File: src/design/vfs_pkg.sv
// ----------------------------------------------------------------------------
// vfs_pkg
// Shared constants, request codes and control/status types of the VGA
// frame buffer scan-out unit.
// ----------------------------------------------------------------------------
`default_nettype none

package vfs_pkg;

  localparam int unsigned SCREEN_WIDTH_DEF  = 120;
  localparam int unsigned SCREEN_HEIGHT_DEF = 60;

  localparam int unsigned REQ_W      = 2;
  localparam int unsigned PIX_ADDR_W = 13;
  localparam int unsigned COLOR_W    = 3;
  localparam int unsigned FRAME_W    = 32;
  localparam int unsigned SLOT_W     = 8;
  localparam int unsigned LINE_W     = 8;

  localparam int unsigned CFG_IDX_W  = 2;
  localparam int unsigned CFG_DATA_W = 8;

  localparam int unsigned HSYNC_W  = 6;
  localparam int unsigned LSLOTS_W = 8;
  localparam int unsigned VBLANK_W = 7;
  localparam int unsigned VSYNC_W  = 4;

  localparam logic [HSYNC_W-1:0]  HSYNC_SLOTS_RST  = 6'd4;
  localparam logic [LSLOTS_W-1:0] LINE_SLOTS_RST   = 8'd136;
  localparam logic [VBLANK_W-1:0] VBLANK_LINES_RST = 7'd45;
  localparam logic [VSYNC_W-1:0]  VSYNC_LINES_RST  = 4'd2;

  localparam logic [REQ_W-1:0] REQ_TICK  = 2'd0;
  localparam logic [REQ_W-1:0] REQ_WRITE = 2'd1;
  localparam logic [REQ_W-1:0] REQ_CLEAR = 2'd2;

  localparam logic [CFG_IDX_W-1:0] CFG_HSYNC_SLOTS  = 2'd0;
  localparam logic [CFG_IDX_W-1:0] CFG_LINE_SLOTS   = 2'd1;
  localparam logic [CFG_IDX_W-1:0] CFG_VBLANK_LINES = 2'd2;
  localparam logic [CFG_IDX_W-1:0] CFG_VSYNC_LINES  = 2'd3;

  typedef struct packed {
    logic tick_go;
    logic wr_go;
    logic clr_start;
    logic clr_step;
  } vfs_cmd_t;

  typedef struct packed {
    logic clr_last;
  } vfs_sts_t;

endpackage

`default_nettype wire

File: src/design/vfs_ctrl.sv
// ----------------------------------------------------------------------------
// vfs_ctrl
// Controller: store clearing sweep, item decode and result valid tracking.
// ----------------------------------------------------------------------------
`default_nettype none

module vfs_ctrl
  import vfs_pkg::*;
(
  input  wire logic             clk_i,
  input  wire logic             rst_ni,
  input  wire logic             in_valid_i,
  output logic                  in_stall_o,
  input  wire logic [REQ_W-1:0] req_type_i,
  output logic                  out_valid_o,
  input  wire logic             out_stall_i,
  output vfs_cmd_t              cmd_o,
  input  wire vfs_sts_t         sts_i
);

  typedef enum logic {
    S_CLEAR,
    S_RUN
  } state_e;

  state_e state_q, state_d;
  logic   out_valid_q, out_valid_d;
  logic   in_acc;

  always_comb begin
    in_stall_o      = (state_q == S_CLEAR) || (out_valid_q && out_stall_i);
    in_acc          = in_valid_i && !in_stall_o;
    cmd_o           = '0;
    cmd_o.clr_step  = (state_q == S_CLEAR);
    cmd_o.tick_go   = in_acc && (req_type_i == REQ_TICK);
    cmd_o.wr_go     = in_acc && (req_type_i == REQ_WRITE);
    cmd_o.clr_start = in_acc && (req_type_i == REQ_CLEAR);
    out_valid_d     = cmd_o.tick_go || (out_valid_q && out_stall_i);
    state_d         = state_q;
    case (state_q)
      S_CLEAR: begin
        if (sts_i.clr_last) begin
          state_d = S_RUN;
        end
      end
      S_RUN: begin
        if (cmd_o.clr_start) begin
          state_d = S_CLEAR;
        end
      end
      default: state_d = S_RUN;
    endcase
  end

  always_ff @(posedge clk_i or negedge rst_ni) begin
    if (!rst_ni) begin
      state_q     <= S_CLEAR;
      out_valid_q <= 1'b0;
    end else begin
      state_q     <= state_d;
      out_valid_q <= out_valid_d;
    end
  end

  assign out_valid_o = out_valid_q;

endmodule

`default_nettype wire

File: config.mk
export PLATFORM = sky130hd
export DESIGN_NAME = vfs_ctrl
export DESIGN_NICKNAME = d
export VERILOG_FILES = /design/src/design/vfs_pkg.sv /design/src/design/vfs_ctrl.sv
export SDC_FILE = /design/constraint.sdc
export NUM_CORES = 1
export LEC_CHECK = 0
export BUFFER_PORTS_ARGS = -buffer_cell sky130_fd_sc_hd__buf_2
export CAP_MARGIN = 20
export CORE_AREA = 2 2 39 41
export CTS_BUF_LIST = sky130_fd_sc_hd__clkbuf_2 sky130_fd_sc_hd__clkbuf_4 sky130_fd_sc_hd__clkbuf_8
export CTS_CLUSTER_DIAMETER = 60
export CTS_CLUSTER_SIZE = 12
export DETAILED_ROUTE_END_ITERATION = 8
export DIE_AREA = 0 0 41 43
export GPL_TIMING_DRIVEN = 0
export PLACE_DENSITY_LB_ADDON = 0.15
export SETUP_SLACK_MARGIN = 0.3
export SYNTH_ARGS = -nofsm -noshare
export SYNTH_HDL_FRONTEND = slang
export SYNTH_SLANG_ARGS = --single-unit
export TNS_END_PERCENT = 5
File: constraint.sdc
create_clock -name clk_i -period 0.9 [get_ports clk_i]
set_input_delay 0.09 -clock clk_i [delete_from_list [all_inputs] [get_ports clk_i]]
set_output_delay 0.09 -clock clk_i [all_outputs]
set_load 0.1 [all_outputs]
==> results.md <==
- Hold Startpoint: sts_i
- Unrepaired setup endpoints after global routing: true
- Post-route DRC: 0
- Relative slew margins: 81.1%
- Rows: 14
- Post-Synth Simple-Gate Area: 28.7%
- Detailed Route Iter0 Violations: 1
- Clock-pin slew on the worst setup and hold paths: 30 ps
- CP Capture Type: output pin
- Final hold slack: 138 ps
- Root Buffer: clkbuf_4
- Final net count: 42
- Total GRT Usage: 7.32%
- Worst vdd ir: 0.737 mV
- Antenna Violating Nets Remaining: 0
- Synth area leader: dfrtp_1
- Failing checks: setup timing
- Die Span X: 41 µm
- Crit path cell chain: a21boi_4 > and3_4 > buf_12
- Leak Pwr: 0.183 nW
- Diode count: 0
- Number of global-route vias before repair: 200
- Post-synthesis xor/xnor area fraction: 0%
- Ys Warns: 0
- CTS tree: built
- Largest net degree at the start of global routing: 5
- Final Util: 28.0%
- Dpl cells: 42
- Worst slack at placement: -526 ps
- Total wire length: 485 µm
- Worst setup startpoint: out_valid_o
- Number of max-cap violations: 0
- Detailed Routing Iterations Pass 1: 2
- CTS buffer count: 3
- Slowest library cell on the worst path: dfrtp_4
- Top delay family on crit path: flip-flops
- First-pass GRT wire length: 807 µm
- Ratio of cells with drive above 1 in the final layout: 76.5%
- Avg Cell Area, Syn: 9.65 µm²
- Fmax: 0.696 GHz
- Crit Path Max Fanout: 4
- H-tree levels: 1
- Final hold vios: 0
- Initial Utilization: 9.76%
- Vias/cell: 3.62
- Type of origin of the critical path: register
- Ranking of synthesized cells by area: dfrtp_1 37%, a21boi_4 14%, and3_2 11%
- Synth-to-layout area growth: 187%
- Post-Synth Adder-Cell Area: 0%
- IO buf count: 12
- WP data required: 810 ps
- Ys flop type: dfrtp_1
- Largest family of logic cells by synthesized area: simple AND/OR/NAND/NOR gates
- Die span in y: 43 µm
- Post-route insts no fill: 50
- Period utilization: 160%
- Final setup margin: -536 ps
- Critical Path Max Stage Delay: 480 ps
- Measured slew at the worst slew-check pin: 283 ps
- GP Congestion: 0.637
- HPWL reported at the end of detailed placement: 334 µm
- Buf+Inv Stages, Crit Path: 1
- FF+latch count, synth: 2
- Post-synth EDFFs: 0
- Vias: 181
- Fin crit period: 1440 ps
- Synthesized cell area: 135 µm²
- WL/cell: 9.70 µm
- CP Class: reg -> out
- Hold Crit Class: in -> reg
- Crit path DAT: 1350 ps
- Initial antenna violation count: 0
- Setup violators final: 8
- Power Density: 1770 nW/µm²
- Status: complete, but fails checks
- Synth unique cells: 11
- Setup Skew: 4.19 ps
- Critical R2R Launch: out_valid_o
- Mux cell area share after synthesis: 0%
- Fillers: 147
- Top cells by count, synth: 2 x and3_2, 2 x dfrtp_1, 2 x inv_1
- Ys async rst share: 100%
- Die area: 1760 µm²
- I/O pin count: 13
- Core area: 1380 µm²
- Synth Area in Compound Gates: 25.9%
- Post-synth top area share: 37.0%
- Final Max Tran Viols: 0
- Clock Sinks: 2
- Grt ovf: 0
- Gate Count Post-Synth: 14
- Longest Clk Path Bufs: 2
- Seq/Total Area, Yosys: 37.0%
- Skew-Pair Late Insertion Delay: 230 ps
- Post-synth net total: 21
==> routing by layer <==
layer / global-route usage, % / up-vias / share of wire, %
met3: 5.24 / 2 / 18
li1: - / 87 / -
met2: 8.44 / 14 / 40
met1: 7.69 / 78 / 39
met4: 8.00 / 0 / 2.3
met5: 0 / - / 0
==> logic make-up (layout without fill, tap and decap cells) <==
| group | after synthesis | count (layout) |
|---|---|---|
| buf+inv | 3 | 23 |
| flops | 2 | 2 |
| simple gates | 6 | 6 |
| compound gates | 3 | 3 |
==> worst reg2reg max path, stage by stage (launching register included) <==
cell and delay, ps:
dfrtp_4 480, a21boi_4 230, a31oi_1 110
==> final timing paths <==
kind	slack, ps	end	cells after the start
min in group asynchronous	180	out_valid_o	2
setup / recovery	-540	cmd_o[3]	3
setup reg to reg	-60	state_q	2
hold reg to reg	610	out_valid_o	1
max in group asynchronous	610	out_valid_o	2
hold / removal	140	state_q	3
==> through the flow <==
| step | total power [mW] | TNS (ps) | cell area (µm²) |
|---|---|---|---|
| CTS | 0.677 | -2450 | 362 |
| global route | 0.720 | -2740 | 388 |
| floorplan | 0.299 | -2770 | 150 |
| detailed placement | 0.342 | -1880 | 230 |
| global placement | 0.341 | -1880 | 230 |
| finish | 0.686 | -2420 | 388 |
==> layout make-up <==
class	instances	area, µm²	share of cell area [%]
repair buffers	16	178	45.8
well taps	16	20.0	5.16
flip-flops and latches	2	53.8	13.9
multi-input cells	9	87.6	22.6
inverters	3	18.8	4.84
clock buffers	4	30.0	7.74
==> flip-flops by register name, summed over array words and instances, names as in the netlist <==
name         flops
out_valid_o      1
state_q          1
==> where the power goes <==
part / total [mW] / switching, mW / leakage (nW) / internal (mW)
logic: 0.322 / 0.203 / 0.143 / 0.119
registers: 0.110 / 0.00879 / 0.0214 / 0.101
clock network: 0.254 / 0.0588 / 0.0184 / 0.195
total: 0.686 / 0.271 / 0.183 / 0.415
==> layout by cell type (no fill, tap or decap), drive strengths merged <==
cell type    synthesis  routed
buf                  0      15
clkbuf               0       4
inv                  3       3
and3                 2       2
dfrtp                2       2
a21boi               1       1
nor2b                1       1
a32o                 1       1
nor2                 1       1
a31oi                1       1
nand2                1       1
nor3                 1       1
dlygate4sd3          0       1
==> what timing repair did <==
action,4_1_cts,5_1_grt
buffers inserted,1,2
hold buffers,1,0
setup endpoints to repair,8,8
endpoints found under the hold margin,2,0
resized for setup,24,3
pin swaps,4,2
Note: power is estimated with default switching activity, not from simulation.
